<file path="src/rtl/core/qls_pkg.sv">
// Shared widths, codes, sequencer states and the multiply micro-op table
// for the quadratic line search step. No dependencies.
package qls_pkg;

    localparam int DEFAULT_FRACTION_BITS = 16;

    // Field widths
    localparam int STEP_W     = 31;
    localparam int STATE_W    = 32;
    localparam int OBJ_W      = 32;
    localparam int SUB_W      = 2;
    localparam int CFG_IDX_W  = 2;
    localparam int IN_DATA_W  = 2 * OBJ_W;
    localparam int OUT_DATA_W = 32;

    // Datapath widths of the shared multiplier, accumulator and divider
    localparam int MUL_W      = 32;
    localparam int PROD_W     = 2 * MUL_W;
    localparam int ACC_W      = 98;
    localparam int M_W        = 66;
    localparam int MMAG_W     = M_W - 1;
    localparam int NMAG_W     = ACC_W - 1;
    localparam int QUO_W      = 35;
    localparam int DIV_STEPS  = QUO_W + 1;
    localparam int DSR_W      = MMAG_W + 1 + QUO_W;
    localparam int DIV_CNT_W  = 6;
    localparam int NUM_OPS    = 8;
    localparam int OP_CNT_W   = 3;

    localparam logic [QUO_W-1:0] QUOT_SAT = {1'b1, {(QUO_W-1){1'b0}}};

    // Register indexes
    localparam logic [CFG_IDX_W-1:0] REG_INITIAL_STEP = 2'd0;
    localparam logic [CFG_IDX_W-1:0] REG_MINIMUM_STEP = 2'd1;
    localparam logic [CFG_IDX_W-1:0] REG_MAXIMUM_STEP = 2'd2;

    // Sub-iteration codes; anything above the second try is a final try
    localparam logic [SUB_W-1:0] SUB_FIRST  = 2'd0;
    localparam logic [SUB_W-1:0] SUB_SECOND = 2'd1;

    typedef enum logic [5:0] {
        ST_IDLE   = 6'b000001,
        ST_MUL    = 6'b000010,
        ST_ACC    = 6'b000100,
        ST_CHECK  = 6'b001000,
        ST_DIV    = 6'b010000,
        ST_DECIDE = 6'b100000
    } state_t;

    typedef enum logic [1:0] {OPA_X1, OPA_X2, OPA_D1, OPA_D2} opa_sel_t;
    typedef enum logic [2:0] {
        OPB_X1, OPB_X2, OPB_SQ1_LO, OPB_SQ1_HI, OPB_SQ2_LO, OPB_SQ2_HI
    } opb_sel_t;
    typedef enum logic [1:0] {DST_SQ1, DST_SQ2, DST_ACC} dst_sel_t;

    typedef struct packed {
        opa_sel_t a_sel;
        opb_sel_t b_sel;
        dst_sel_t dest;
        logic     shift_hi;   // product weighs 2^32
        logic     use_d2;     // add a d2 term, else subtract a d1 term
        logic     clear;      // start a new sum, save the old one as M
    } micro_op_t;

    typedef struct packed {
        logic                mul_en;
        logic                acc_en;
        logic [OP_CNT_W-1:0] op_idx;
    } mac_ctrl_t;

    typedef struct packed {
        logic [MUL_W-1:0] x1;
        logic [MUL_W-1:0] x2;
        logic [MUL_W-1:0] d1_mag;
        logic [MUL_W-1:0] d2_mag;
        logic             d1_neg;
        logic             d2_neg;
    } mac_operands_t;

    typedef struct packed {
        logic             done;
        logic [QUO_W-1:0] quotient;
    } div_result_t;

    // Squares first, then M = d2*x1 - d1*x2, then N = d2*x1^2 - d1*x2^2
    function automatic micro_op_t op_table(input logic [OP_CNT_W-1:0] idx);
        micro_op_t op;
        case (idx)
            3'd0: op = '{OPA_X1, OPB_X1,     DST_SQ1, 1'b0, 1'b0, 1'b0};
            3'd1: op = '{OPA_X2, OPB_X2,     DST_SQ2, 1'b0, 1'b0, 1'b0};
            3'd2: op = '{OPA_D2, OPB_X1,     DST_ACC, 1'b0, 1'b1, 1'b1};
            3'd3: op = '{OPA_D1, OPB_X2,     DST_ACC, 1'b0, 1'b0, 1'b0};
            3'd4: op = '{OPA_D2, OPB_SQ1_LO, DST_ACC, 1'b0, 1'b1, 1'b1};
            3'd5: op = '{OPA_D2, OPB_SQ1_HI, DST_ACC, 1'b1, 1'b1, 1'b0};
            3'd6: op = '{OPA_D1, OPB_SQ2_LO, DST_ACC, 1'b0, 1'b0, 1'b0};
            3'd7: op = '{OPA_D1, OPB_SQ2_HI, DST_ACC, 1'b1, 1'b0, 1'b0};
            default: op = '{OPA_X1, OPB_X1,  DST_SQ1, 1'b0, 1'b0, 1'b0};
        endcase
        return op;
    endfunction

endpackage

</file>
<file path="src/rtl/core/qls_div.sv">
// Restoring divider, one quotient bit a cycle, for the parabola vertex
// |N| / (2|M|) saturated at 2^34. Depends on qls_pkg.
module qls_div (
    input  logic                       aclk,
    input  logic                       aresetn,
    input  logic                       start,
    input  logic [qls_pkg::NMAG_W-1:0] num,
    input  logic [qls_pkg::MMAG_W-1:0] den,
    output qls_pkg::div_result_t       result
);
    import qls_pkg::*;

    logic [NMAG_W-1:0]    rem_reg;
    logic [DSR_W-1:0]     dsr_reg;
    logic [DIV_STEPS-1:0] quo_reg;
    logic [DIV_CNT_W-1:0] cnt_reg;
    logic                 busy_reg;
    logic                 done_reg;
    logic [DSR_W:0]       diff;
    logic                 fits;
    logic                 last_step;

    assign diff      = (DSR_W + 1)'(rem_reg) - (DSR_W + 1)'(dsr_reg);
    assign fits      = ~diff[DSR_W];
    assign last_step = (cnt_reg == DIV_CNT_W'(DIV_STEPS - 1));

    // Step counter and done pulse
    always_ff @(posedge aclk) begin
        if (!aresetn) begin
            busy_reg <= 1'b0;
            done_reg <= 1'b0;
            cnt_reg  <= '0;
        end else begin
            done_reg <= 1'b0;
            if (start) begin
                busy_reg <= 1'b1;
                cnt_reg  <= '0;
            end else if (busy_reg) begin
                cnt_reg <= cnt_reg + DIV_CNT_W'(1);
                if (last_step) begin
                    busy_reg <= 1'b0;
                    done_reg <= 1'b1;
                end
            end
        end
    end

    // Trial subtract of the divisor, which walks down from weight 2^35
    always_ff @(posedge aclk) begin
        if (start) begin
            rem_reg <= num;
            dsr_reg <= {den, 1'b0, {QUO_W{1'b0}}};
            quo_reg <= '0;
        end else if (busy_reg) begin
            if (fits) begin
                rem_reg <= diff[NMAG_W-1:0];
            end
            quo_reg <= {quo_reg[DIV_STEPS-2:0], fits};
            dsr_reg <= dsr_reg >> 1;
        end
    end

    // Saturate the quotient
    always_comb begin
        result.done = done_reg;
        if (quo_reg[QUO_W] || (quo_reg[QUO_W-1:0] > QUOT_SAT)) begin
            result.quotient = QUOT_SAT;
        end else begin
            result.quotient = quo_reg[QUO_W-1:0];
        end
    end

endmodule

</file>
<file path="config.mk">
export PLATFORM = sky130hd
export DESIGN_NAME = qls_div
export DESIGN_NICKNAME = d
export VERILOG_FILES = /design/src/rtl/core/qls_pkg.sv /design/src/rtl/core/qls_div.sv
export SDC_FILE = /design/constraint.sdc
export NUM_CORES = 1
export LEC_CHECK = 0
export BUFFER_PORTS_ARGS = -buffer_cell sky130_fd_sc_hd__clkbuf_2
export CAP_MARGIN = 20
export CORE_ASPECT_RATIO = 1.25
export CORE_MARGIN = 8
export CORE_UTILIZATION = 60
export CTS_CLUSTER_SIZE = 24
export DETAILED_ROUTE_END_ITERATION = 16
export PLACE_DENSITY = 0.79
export SLEW_MARGIN = 20
export SYNTH_ARGS = -nofsm -noshare
export SYNTH_HDL_FRONTEND = slang
export SYNTH_SLANG_ARGS = --single-unit
</file>
<file path="constraint.sdc">
create_clock -name aclk -period 11.9 [get_ports aclk]
set_input_delay 0 -clock aclk [delete_from_list [all_inputs] [get_ports aclk]]
set_output_delay 0 -clock aclk [all_outputs]
set_load 0.02 [all_outputs]
</file>
-- Yosys cells after proc, flatten, opt, wreduce, memory -nomap -nowiden
Cells that the tools add are included.
- $add $sub $neg: 2
- $mul: 0
- div/mod/pow operators: 0
- order comparisons: 1
- equal/unequal tests: 2
- shift operators: 0
- multiplexer cells: 10
- bitwise operators: 3
- reductions and logical operators: 5
- operators with widths (cell ; count):
    2-to-1 mux 97 bit ; 3
    2-to-1 mux 101 bit ; 2
    subtractor 97 x 101 -> 102 bit ; 1
    greater-than comparator 35 bit (second input constant) ; 1
    2-to-1 mux 35 bit ; 1
    adder 6 x 1 -> 6 bit (second input constant) ; 1
    equality test 6 bit (second input constant) ; 1
    2-to-1 mux 1 bit ; 4
    inverter 1 bit ; 3
    OR reduction 3 bit ; 1
    != test 2 bit (second input constant) ; 1
    AND reduction 2 bit ; 1
    nonzero test 2 bit ; 1
    OR reduction 2 bit ; 1
    logical OR 1 bit ; 1
- register bits after elaboration: 242
- bits in latches: 0
- RAM bits: 0
- ROM bits: 0
- input bits: 165
- logic and storage cells: 30
- memories kept: 0

-- Longest topological paths before layout
- word-level depth: 4
- mapped depth: 13
- depth with buffers taken out: 12

-- Least setup slack after synthesis
Ideal clock, no wire load.
- path type: register -> register
- from: reg rem_reg[14]
- to: reg rem_reg[0] (enable)
- setup time: 0.686 ns
- arrival time: 9.151 ns
- slack: 2.063 ns
- cell stages (with the launch flop): 12
- cells stage by stage: edfxtp_1 > ha_1 > clkbuf_1 > nand4_1 > or2_2 > a2111oi_0 > nor3_2 > a21oi_1 > or3_1 > clkbuf_1 > a21oi_1 > o21ai_0
- word-level cells in the longest chain between the ends: 3
- ends and longest elaborated chain (element ; RTL line ; source):
    start: declaration ; qls_div.sv:13 ; logic [NMAG_W-1:0] rem_reg;
    start signal: assignment ; qls_div.sv:51 ; rem_reg <= num;
    start signal: assignment ; qls_div.sv:56 ; rem_reg <= diff[NMAG_W-1:0];
    subtractor 97 x 101 -> 102 bit ; qls_div.sv:23 ; assign diff = (DSR_W + 1)'(rem_reg) - (DSR_W + 1)'(dsr_reg);
    != test 2 bit (no line) ; - ;
    AND reduction 2 bit (no line) ; - ;
Every way passes these cells.
A chain may end at the register's enable or synchronous reset.

-- Worst setup path after layout
- from: reg dsr_reg[19]
- to: reg rem_reg[14] (enable)
- word-level cells in the longest chain between the ends: 3
- ends and longest elaborated chain (element ; RTL line ; source):
    start: declaration ; qls_div.sv:14 ; logic [DSR_W-1:0] dsr_reg;
    start signal: assignment ; qls_div.sv:52 ; dsr_reg <= {den, 1'b0, {QUO_W{1'b0}}};
    start signal: assignment ; qls_div.sv:59 ; dsr_reg <= dsr_reg >> 1;
    subtractor 97 x 101 -> 102 bit ; qls_div.sv:23 ;
    != test 2 bit (no line) ; - ;
    AND reduction 2 bit (no line) ; - ;
Every way passes these cells.

==> out/qor.csv <==
metric;value;unit
status;complete, no violations;
dp_cells;2426;
critical_path_class;flop to flop;
grt_max_degree;266;
cp_max_fo;59;
instances_no_fill;2642;
cp_cell_sequence;inv_1 -> ha_1 -> nand4_1 -> or2_2 -> a2111oi_0 -> nor3_2 -> a21oi_1 -> or3_1 -> a21oi_1 -> o21ai_4 -> buf_4 -> buf_4;
p_switching;1.06;mW
slowest_delay;0.76;ns
endpoint_kind;flop;
syn_inst;1969;
hold_path.class;input port to flop;
synth_ff_type;edfxtp_1;
min_period_over_period;0.378;
yosys.area.top_type;edfxtp_1;
synth-async-reset-ratio;0;
vias;16000;
grt_antenna_before_repair;3;
die_w;165;um
setup_viol;0;
drc;0;
groute.usage.overall;0.293;
worstPathArrival;4.65;ns
grt.overflow.total;0;
p_per_area;146;nW/um^2
critPathRequiredTime;12.05;ns
cts_tree;yes;
largest_reg_flops;101;
rsz0062_at_grt;false;
swShare;0.356;
leakage;8.43;nW
initial_core_util;0.606;
final_nets;2532;
reg2reg_slack;7.40;ns
finalClockSkew;0.0281;ns
combPwrFrac;0.368;
slew_headroom;0.194;
drtIter0Drc;1310;
utilization;0.741;
ys_warn_count;0;
io_pins;201;
seq_area_frac_synth;0.388;
design_area;20400;um^2
clock-sinks;242;
wire_per_inst;19.1;um
synthTopCellsByArea;edfxtp_1 29%, dfxtp_1 9.6%, ha_1 7.4%;
hpwl;34300;um
maxCapViolCount;0;
ys_types;76;
peakVddDrop;0.153;mV
fmax;0.222;GHz
synth_nets;2233;
clockBufferDepth;3;
seqPwrFrac;0.349;
dpl-instance-area;17800;um^2
cts_buffers;26;
synth.top_cell.area_share;0.292;
grt_pass1_wl;80400;um
tightest_slew;1.21;ns
routed_wl;50500;um
worst_r2r_startpoint;dsr_reg[19];
rows;68;
netlist_top_cells_count;277 x nand2_1, 174 x nor2_1, 162 x edfxtp_1;
clk_latency;0.55;ns
io_buffers;200;
clk_pin_slew_worst_paths;0.06;ns
drive_gt1_frac;0.124;
intPower;1.91;mW
first_global_vias;15900;
h-tree-depth;1;
crit_path_start_kind;flop;
ant_nets;0;
slew_viol_final;0;
finalSetupTns;0;ns
gp_routability_congestion;0.936;
timing.critical_path.to;rem_reg[14];
hold_viol;0;
worst_path_max_delay_cell;buf_4;
synth_most_common_cell;nand2_1;
area_growth;22.2;%
reg2regPathDepth;12;
synth-edff-count;162;
detailedRoute.firstPassIterationCount;6;
reg2reg_to;rem_reg[14];
die_h;202;um
avgSynthCellArea;8.46;um^2
synth_area;16700;um^2
cts_root_buf;clkbuf_16;
p_clk_frac;0.284;
viasPerCell;6.06;
core;27500;um^2
crit_start;dsr_reg[19];
ys_ff_latch;242;
die-area;33400;um^2
period_needed;4.50;ns
cell type report:
cell class | instances | area [um^2]
Antenna cell | 4 | 10.0
Clock buffer | 43 | 852
Clock inverter | 5 | 37.5
Fill cell | 2002 | 7130
Inverter | 134 | 503
Multi-Input combinational cell | 1491 | 9310
Sequential cell | 242 | 6470
Tap cell | 350 | 438
Timing Repair Buffer | 373 | 2730
worst min path at each step:
stage | endpoint | from | cells past startpoint | slack, ns
5_1_grt | dsr_reg[74] | den[38] | 4 | 0.29
4_1_cts | dsr_reg[81] | den[45] | 4 | 0.25
6_report | dsr_reg[79] | den[43] | 4 | 0.26
3_5_place_dp | busy_reg | aresetn | 2 | 0.26
3_3_place_gp | busy_reg | aresetn | 2 | 0.23
2_1_floorplan | busy_reg | aresetn | 1 | 0.13
timing repair:
action,in CTS,in global routing
setup buffers,0,0
endpoints found under the hold margin,191,0
hold buffers,164,0
resized for setup,0,0
cells by family after synthesis:
logic type / after synthesis / synth area share
simple gates: 682 / 0.188
compound gates: 563 / 0.212
flops: 242 / 0.388
buf+inv: 236 / 0.0540
fa+ha+maj: 99 / 0.0748
mux: 75 / 0.0452
xor+xnor: 72 / 0.0379
layer usage:
layer	track usage	part of all wire
met1	0.362	0.40
met2	0.510	0.50
met3	0.0358	0.064
met4	0.108	0.035
met5	0	0
cell usage in the layout (no fill, tap or decap), drive strengths merged, types with 13 or more instances in the layout:
cell / instances
nand2: 277
clkbuf: 242
nor2: 174
o21ai: 166
dlygate4sd3: 164
edfxtp: 162
a21oi: 150
inv: 135
ha: 98
dfxtp: 80
o31ai: 77
mux2i: 73
nand4: 45
and2: 42
a21o: 37
xor2: 36
xnor2: 36
nor3: 36
o21bai: 18
nand3: 18
nor4: 17
and3: 16
a211oi: 14
o211ai: 14
o21a: 13
a31oi: 13
power groups by stage:
stage / logic (mW) / registers (mW) / clock network, mW
after floorplan: 0.759 / 1.04 / 0
after global placement: 0.998 / 1.04 / 0
after detailed placement: 1.01 / 1.05 / 0
after CTS: 1.06 / 1.03 / 0.846
after global routing: 1.20 / 1.04 / 0.879
final: 1.09 / 1.03 / 0.842
metrics by stage:
step / worst slack, ns / hold slack (ns) / total power [mW]
floorplan: 2.06 / 0.128 / 1.80
global placement: 7.57 / 0.227 / 2.04
detailed placement: 7.47 / 0.260 / 2.06
CTS: 7.44 / 0.253 / 2.94
global route: 7.07 / 0.288 / 3.11
finish: 7.40 / 0.264 / 2.97
critical path, delay by kind of cell (launching register included):
kind | cells | cell delay [ns]
buffers and inverters | 3 | 1.30
AND/OR/NAND/NOR | 4 | 1.01
AO/OA/AOI/OAI | 4 | 0.99
adder cells (fa/ha/maj) | 1 | 0.38
flip-flops | 1 | 0.35
Note: power is estimated with default switching activity, not from simulation.
