--- src/rtl/core/qls_pkg.sv ---
// Shared widths, codes, sequencer states and the multiply micro-op table
// for the quadratic line search step. No dependencies.
package qls_pkg;

    localparam int DEFAULT_FRACTION_BITS = 16;

    // Field widths
    localparam int STEP_W     = 31;
    localparam int STATE_W    = 32;
    localparam int OBJ_W      = 32;
    localparam int SUB_W      = 2;
    localparam int CFG_IDX_W  = 2;
    localparam int IN_DATA_W  = 2 * OBJ_W;
    localparam int OUT_DATA_W = 32;

    // Datapath widths of the shared multiplier, accumulator and divider
    localparam int MUL_W      = 32;
    localparam int PROD_W     = 2 * MUL_W;
    localparam int ACC_W      = 98;
    localparam int M_W        = 66;
    localparam int MMAG_W     = M_W - 1;
    localparam int NMAG_W     = ACC_W - 1;
    localparam int QUO_W      = 35;
    localparam int DIV_STEPS  = QUO_W + 1;
    localparam int DSR_W      = MMAG_W + 1 + QUO_W;
    localparam int DIV_CNT_W  = 6;
    localparam int NUM_OPS    = 8;
    localparam int OP_CNT_W   = 3;

    localparam logic [QUO_W-1:0] QUOT_SAT = {1'b1, {(QUO_W-1){1'b0}}};

    // Register indexes
    localparam logic [CFG_IDX_W-1:0] REG_INITIAL_STEP = 2'd0;
    localparam logic [CFG_IDX_W-1:0] REG_MINIMUM_STEP = 2'd1;
    localparam logic [CFG_IDX_W-1:0] REG_MAXIMUM_STEP = 2'd2;

    // Sub-iteration codes; anything above the second try is a final try
    localparam logic [SUB_W-1:0] SUB_FIRST  = 2'd0;
    localparam logic [SUB_W-1:0] SUB_SECOND = 2'd1;

    typedef enum logic [5:0] {
        ST_IDLE   = 6'b000001,
        ST_MUL    = 6'b000010,
        ST_ACC    = 6'b000100,
        ST_CHECK  = 6'b001000,
        ST_DIV    = 6'b010000,
        ST_DECIDE = 6'b100000
    } state_t;

    typedef enum logic [1:0] {OPA_X1, OPA_X2, OPA_D1, OPA_D2} opa_sel_t;
    typedef enum logic [2:0] {
        OPB_X1, OPB_X2, OPB_SQ1_LO, OPB_SQ1_HI, OPB_SQ2_LO, OPB_SQ2_HI
    } opb_sel_t;
    typedef enum logic [1:0] {DST_SQ1, DST_SQ2, DST_ACC} dst_sel_t;

    typedef struct packed {
        opa_sel_t a_sel;
        opb_sel_t b_sel;
        dst_sel_t dest;
        logic     shift_hi;   // product weighs 2^32
        logic     use_d2;     // add a d2 term, else subtract a d1 term
        logic     clear;      // start a new sum, save the old one as M
    } micro_op_t;

    typedef struct packed {
        logic                mul_en;
        logic                acc_en;
        logic [OP_CNT_W-1:0] op_idx;
    } mac_ctrl_t;

    typedef struct packed {
        logic [MUL_W-1:0] x1;
        logic [MUL_W-1:0] x2;
        logic [MUL_W-1:0] d1_mag;
        logic [MUL_W-1:0] d2_mag;
        logic             d1_neg;
        logic             d2_neg;
    } mac_operands_t;

    typedef struct packed {
        logic             done;
        logic [QUO_W-1:0] quotient;
    } div_result_t;

    // Squares first, then M = d2*x1 - d1*x2, then N = d2*x1^2 - d1*x2^2
    function automatic micro_op_t op_table(input logic [OP_CNT_W-1:0] idx);
        micro_op_t op;
        case (idx)
            3'd0: op = '{OPA_X1, OPB_X1,     DST_SQ1, 1'b0, 1'b0, 1'b0};
            3'd1: op = '{OPA_X2, OPB_X2,     DST_SQ2, 1'b0, 1'b0, 1'b0};
            3'd2: op = '{OPA_D2, OPB_X1,     DST_ACC, 1'b0, 1'b1, 1'b1};
            3'd3: op = '{OPA_D1, OPB_X2,     DST_ACC, 1'b0, 1'b0, 1'b0};
            3'd4: op = '{OPA_D2, OPB_SQ1_LO, DST_ACC, 1'b0, 1'b1, 1'b1};
            3'd5: op = '{OPA_D2, OPB_SQ1_HI, DST_ACC, 1'b1, 1'b1, 1'b0};
            3'd6: op = '{OPA_D1, OPB_SQ2_LO, DST_ACC, 1'b0, 1'b0, 1'b0};
            3'd7: op = '{OPA_D1, OPB_SQ2_HI, DST_ACC, 1'b1, 1'b0, 1'b0};
            default: op = '{OPA_X1, OPB_X1,  DST_SQ1, 1'b0, 1'b0, 1'b0};
        endcase
        return op;
    endfunction

endpackage

--- src/rtl/core/qls_mac.sv ---
// Shared 32x32 multiplier with a signed wide accumulator; builds the parabola
// terms M and N over eight micro-ops. Depends on qls_pkg.
module qls_mac (
    input  logic                       aclk,
    input  qls_pkg::mac_ctrl_t         ctrl,
    input  qls_pkg::mac_operands_t     opnd,
    output logic [qls_pkg::M_W-1:0]    m_value,
    output logic [qls_pkg::ACC_W-1:0]  n_value
);
    import qls_pkg::*;

    micro_op_t         op;
    logic [MUL_W-1:0]  a_opnd;
    logic [MUL_W-1:0]  b_opnd;
    logic [PROD_W-1:0] prod_reg;
    logic [PROD_W-1:0] sq1_reg;
    logic [PROD_W-1:0] sq2_reg;
    logic [ACC_W-1:0]  acc_reg;
    logic [M_W-1:0]    m_reg;
    logic [ACC_W-1:0]  term;
    logic [ACC_W-1:0]  addend;
    logic [ACC_W-1:0]  acc_next;
    logic              negate;

    assign op = op_table(ctrl.op_idx);

    // Select multiplier operands
    always_comb begin
        case (op.a_sel)
            OPA_X1:  a_opnd = opnd.x1;
            OPA_X2:  a_opnd = opnd.x2;
            OPA_D1:  a_opnd = opnd.d1_mag;
            OPA_D2:  a_opnd = opnd.d2_mag;
            default: a_opnd = opnd.x1;
        endcase
        case (op.b_sel)
            OPB_X1:     b_opnd = opnd.x1;
            OPB_X2:     b_opnd = opnd.x2;
            OPB_SQ1_LO: b_opnd = sq1_reg[MUL_W-1:0];
            OPB_SQ1_HI: b_opnd = sq1_reg[PROD_W-1:MUL_W];
            OPB_SQ2_LO: b_opnd = sq2_reg[MUL_W-1:0];
            OPB_SQ2_HI: b_opnd = sq2_reg[PROD_W-1:MUL_W];
            default:    b_opnd = opnd.x1;
        endcase
    end

    // Weight, sign and add the registered product
    always_comb begin
        term     = op.shift_hi ? (ACC_W'(prod_reg) << MUL_W) : ACC_W'(prod_reg);
        negate   = op.use_d2 ? opnd.d2_neg : ~opnd.d1_neg;
        addend   = negate ? (~term + ACC_W'(1)) : term;
        acc_next = (op.clear ? '0 : acc_reg) + addend;
    end

    // Multiply on one cycle, accumulate on the next
    always_ff @(posedge aclk) begin
        if (ctrl.mul_en) begin
            prod_reg <= PROD_W'(a_opnd) * PROD_W'(b_opnd);
        end
        if (ctrl.acc_en) begin
            case (op.dest)
                DST_SQ1: sq1_reg <= prod_reg;
                DST_SQ2: sq2_reg <= prod_reg;
                DST_ACC: begin
                    acc_reg <= acc_next;
                    if (op.clear) begin
                        m_reg <= acc_reg[M_W-1:0];
                    end
                end
                default: acc_reg <= acc_reg;
            endcase
        end
    end

    assign m_value = m_reg;
    assign n_value = acc_reg;

endmodule

--- config.mk ---
export PLATFORM = sky130hd
export DESIGN_NAME = qls_mac
export DESIGN_NICKNAME = d
export VERILOG_FILES = /design/src/rtl/core/qls_pkg.sv /design/src/rtl/core/qls_mac.sv
export SDC_FILE = /design/constraint.sdc
export NUM_CORES = 2
export LEC_CHECK = 0
export BUFFER_PORTS_ARGS = -buffer_cell sky130_fd_sc_hd__clkbuf_2
export CORE_UTILIZATION = 59
export DETAILED_ROUTE_END_ITERATION = 8
export PLACE_DENSITY = 0.82
export SLEW_MARGIN = 25
export SYNTH_ARGS = -nofsm -noshare
export SYNTH_HDL_FRONTEND = slang
export SYNTH_SLANG_ARGS = --single-unit
--- constraint.sdc ---
create_clock -name aclk -period 15.4 [get_ports aclk]
set_input_delay 0.77 -clock aclk [delete_from_list [all_inputs] [get_ports aclk]]
set_output_delay 0.77 -clock aclk [all_outputs]
set_load 0.01 [all_outputs]
[Yosys cells after proc, flatten, opt, wreduce, memory -nomap -nowiden]
Memories as Yosys holds them, arrays and structs flattened.
Cells that the tools add are included.
W data, S select, Z words.
Operators by class
  $add $sub $neg: 2
  multiply operators: 1
  equality and inequality tests: 10
  mux-type cells: 6
  bitwise logic cells: 2
  reduce and logical (&&, ||, !) cells: 6
Operators by type and width (number)
  $mux W98: 2
  $pmux W32 S5: 1
  $pmux W32 S4: 1
  $add A98 B1 Y98 const B: 1
  $add A98 B98 Y98: 1
  $not A96 Y98: 1
  $mux W96: 1
  $mul A32 B32 Y64: 1
  $eq A2 B2 Y1 const B: 3
  $eq A3 B2 Y1 const B: 2
  $eq A3 B3 Y1 const B: 2
  $reduce_and A2 Y1: 3
  $eq A2 B1 Y1 const B: 2
  $logic_not A2 Y1: 2
  $eq A3 B1 Y1 const B: 1
  $reduce_and A3 Y1: 1
  $mux W1: 1
  $not A1 Y1: 1
Word-level totals
  register bits: 356
  bits in read-only memories: 80
  input bits: 136
  output and inout bits: 164
  memories: 1
Memories
  (name not given): depth 8, width 10, rd ports 1, clocked after Yosys merged registers in 0, wr ports 0, line qls_pkg.sv:88  | case (idx)

[Longest topological paths before layout]
An unclocked memory read counts as a cell.
  depth in word-level cells: 6
  depth in mapped cells: 46
  mapped depth without buffers: 36

[Worst setup path before layout]
OpenSTA, ideal clock, no wires.
  path type: input to register
  start: in ctrl[1] in the netlist's numbering
  end: reg prod_reg[63], data pin
  setup time: 0.260 ns
  arrival time: 10.822 ns
  required time: 15.140 ns
  path slack: 4.318 ns
  stages: 40
  cells stage by stage: clkbuf_1 -> buf_1 -> buf_2 -> clkbuf_1 -> clkbuf_1 -> inv_1 -> ha_1 -> clkbuf_1 -> nor2b_1 -> clkbuf_1 -> buf_1 -> nand2_1 -> nand2_1 -> nand2_1 -> o21ai_0 -> o21a_1 -> clkbuf_1 -> nand2_1 -> (+4 left out) -> inv_1 -> fa_1 -> inv_1 -> fa_1 -> ha_1 -> fa_1 -> fa_1 -> ha_1 -> a21o_1 -> a21o_1 -> a221oi_1 -> o21ai_1 -> a41oi_1 -> o31ai_1 -> a2111oi_0 -> o41a_1 -> o21ai_1 -> xnor2_1
On the way
  cells in the longest elaborated chain, start to end: 4
  elaborated cells between the ends (all ways): 13
  classes of those cells: mul (1); eq/ne (8); mux (2); reduce/logical (1); memory (1)
Ends and longest elaborated chain
  start, declared: line qls_mac.sv:5  | input qls_pkg::mac_ctrl_t ctrl,
  $mem_v2 Z8 W10 (*)
  $eq A3 B3 Y1 (tied with other cells): line qls_mac.sv:36  | case (op.b_sel)
  $pmux W32 S5 or $pmux W32 S4 (tied branches): line qls_mac.sv:36, qls_mac.sv:29
  $mul A32 B32 Y64 (*): line qls_mac.sv:58  | prod_reg <= PROD_W'(a_opnd) * PROD_W'(b_opnd);
  end signal, assigned: line qls_mac.sv:58
  end, declared: line qls_mac.sv:15  | logic [PROD_W-1:0] prod_reg;
Mark *: on every way between the ends. The rest lies on a longest branch, timed or not.
A chain may end at the register's enable or synchronous reset.

[Worst setup path in the final report]
Ends and elaborated chain as after synthesis.

==> results_dict.tcl <==
set metrics [dict create \
    yosysWarnings 0 \
    crit_family "adder cells" \
    worstPathRequired_ns 15.70 \
    ys_ff_latch 356 \
    finalClockSkew_ns 0.0170 \
    rsz0062_at_grt "false" \
    netlist_top_cells_count "inv_1 (910), fa_1 (897), nor2_1 (788), nand2_1 (706), ha_1 (364)" \
    start_util_pct 59.8 \
    tightest_slew_ns 1.23 \
    ys_async_sr_fraction_pct 0 \
    root_buffer "clkbuf_16" \
    hp-start "n_value[59]$_DFFE_PP_" \
    slowest_stage "nor2b_4" \
    postCtsHoldBufs 0 \
    clk_pin_slew_worst_paths_ns 0.06 \
    dp_hpwl_mm 152 \
    avgSynthCellArea_um2 9.04 \
    regToRegEndpoint "prod_reg[63]$_DFFE_PP_" \
    netlist_instances 6197 \
    grt_max_degree 84 \
    synth_top_area_share_pct 32.1 \
    maxSlewHeadroom_pct 18.3 \
    remaining_drc_errors 0 \
    grt_overflow_total 0 \
    min_path_type "flop to flop" \
    whs_endpoint "m_value[59]$_DFFE_PP_" \
    setup_viol 0 \
    die_h_um 310 \
    clkLatencyLatePin_ns 0.55 \
    io_pins 300 \
    gp_congestion 1.03 \
    maxCapViolCount 0 \
    synth_ff_type "edfxtp_1" \
    routed-via-count 47700 \
    end_kind "flop" \
    antenna_left 0 \
    drive_above_1_share_pct 8.70 \
    clock_path_buffers 3 \
    die_width_um 310 \
    grt_pass1_vias 48000 \
    synthesis.nets 7594 \
    cp-startpoint "ctrl[1]" \
    drtPass1Iterations 7 \
    numCtsBuffers 36 \
    cts.htree.levels 2 \
    finalCriticalPeriod_ns 11.68 \
    min_path_cells 0 \
    core_area_um2 93700 \
    cts_tree "built" \
    wl_per_cell_um 25.5 \
    drv_slew 0 \
    yosysUniqueCellTypes 95 \
    worstPathArrival_ns 11.98 \
    syn_area_um2 56000 \
    yosysMostFrequentCell "inv_1" \
    grt_pass1_wl_mm 290 \
    yosysTopAreaCell "fa_1" \
    tns_ns 0 \
    cpPeakStageDelay_ns 0.96 \
    viasPerCell 6.29 \
    critPathMaxFanout 79 \
    synth_edf_count 356 \
    fin_crit_sh_pct 75.9 \
    reg2reg_depth 28 \
    antenna_found_initial 7 \
    rows 112 \
    port_buffers 299 \
    worst_path_most_repeated_cell "fa_1" \
    status "finished, final reports clean" \
    rrSetupSlack_ns 5.88 \
    path_depth 34 \
    area_growth_pct 7.15 \
    fmax_mhz 85.6 \
    cts.repair.resized 0 \
    first_iter_violations 5593 \
    clock_sinks 356 \
    largest_register_ffs 98 \
    hold_viol 0 \
    synthTopCellsByArea "fa_1 (32%), edfxtp_1 (19%), ha_1 (8.1%)" \
    drt_wl_total_mm 193 \
    die-area_um2 96200 \
    worst-path-buf-inv 8 \
    r2r-start "sq2_reg[5]$_DFFE_PP_" \
    cts_setup_buffers 0 \
    final_nets 7690 \
    start_kind "input port" \
    seq_area_frac_synth_pct 19.1 \
    crit_type "input port to flop" \
    grt_usage_pct 40.8 \
]
==> worst reg2reg max path: cells and delay by family (launching register included) <==
kind	cells	cell delay [ns]
xor gates and xnor gates	1	0.07
muxes	1	0.33
and+or+nand+nor	3	0.49
AOI/OAI and AO/OA	8	2.60
DFF	1	0.37
buffers and inverters	6	0.92
adders and majority gates	9	4.51
==> worst max path at each step <==
stage	to	slack (ns)
final	prod_reg[63]$_DFFE_PP_	3.72
after detailed placement	prod_reg[63]$_DFFE_PP_	3.46
after CTS	prod_reg[63]$_DFFE_PP_	3.99
after floorplan	prod_reg[63]$_DFFE_PP_	4.32
after global routing	prod_reg[61]$_DFFE_PP_	3.33
after global placement	prod_reg[63]$_DFFE_PP_	3.69
==> kinds of logic after synthesis <==
family,share of synthesized area [%]
compound gates,11.1
xor+xnor,3.47
fa+ha+maj,40.2
buf+inv,8.45
flops,19.1
mux,1.61
simple gates,16.1
==> routing by layer <==
metal	vias up	GRT usage (%)	part of all wire, %
met5	-	0.354	0.054
met3	694	15.1	15
met1	23400	54.6	37
met2	3352	58.9	42
met4	10	18.9	5.8
li1	20200	-	-
==> final cells by class <==
| class | instances | area (µm²) |
|---|---|---|
| Multi-Input combinational cell | 4588 | 40900 |
| Antenna cell | 3 | 7.51 |
| Tap cell | 1254 | 1570 |
| Fill cell | 7712 | 33700 |
| Clock inverter | 22 | 180 |
| Clock buffer | 42 | 945 |
| Sequential cell | 356 | 10700 |
| Timing Repair Buffer | 400 | 2280 |
| Inverter | 911 | 3420 |
==> layout by cell type, fill, tap and decap left out, types with 31 or more instances in the layout <==
| cell | n |
|---|---|
| a31oi_1 | 49 |
| clkbuf_2 | 296 |
| xnor2_1 | 137 |
| o21ai_0 | 180 |
| o211ai_1 | 36 |
| inv_1 | 910 |
| a21o_1 | 68 |
| nand2b_1 | 105 |
| o22ai_1 | 31 |
| nor3_1 | 45 |
| xor2_1 | 85 |
| ha_1 | 364 |
| o21a_1 | 49 |
| nand4_1 | 50 |
| and2_1 | 127 |
| a21oi_1 | 293 |
| buf_4 | 100 |
| fa_1 | 897 |
| a211oi_1 | 47 |
| nand3_1 | 35 |
| o21bai_1 | 38 |
| mux2i_1 | 89 |
| edfxtp_1 | 356 |
| nor2b_1 | 36 |
| nand2_1 | 705 |
| nor2_1 | 787 |
| clkbuf_16 | 37 |
==> through the flow <==
| step | utilization, % | cells | cell area [µm²] | setup slack (ns) | hold WS [ns] |
|---|---|---|---|---|---|
| floorplan | - | 6197 | 56000 | 4.32 | 0.443 |
| global placement | 62.7 | 7506 | 58800 | 3.69 | 0.450 |
| detailed placement | 62.8 | 7506 | 58800 | 3.46 | 0.458 |
| CTS | 64.0 | 7570 | 60000 | 3.99 | 0.472 |
| global route | 64.0 | 7573 | 60000 | 3.33 | 0.486 |
| finish | 64.0 | 7576 | 60000 | 3.72 | 0.469 |
Power is left out: the tool's default activity adds up to more than one toggle a clock period on the data nets, which glitch-free logic cannot reach.
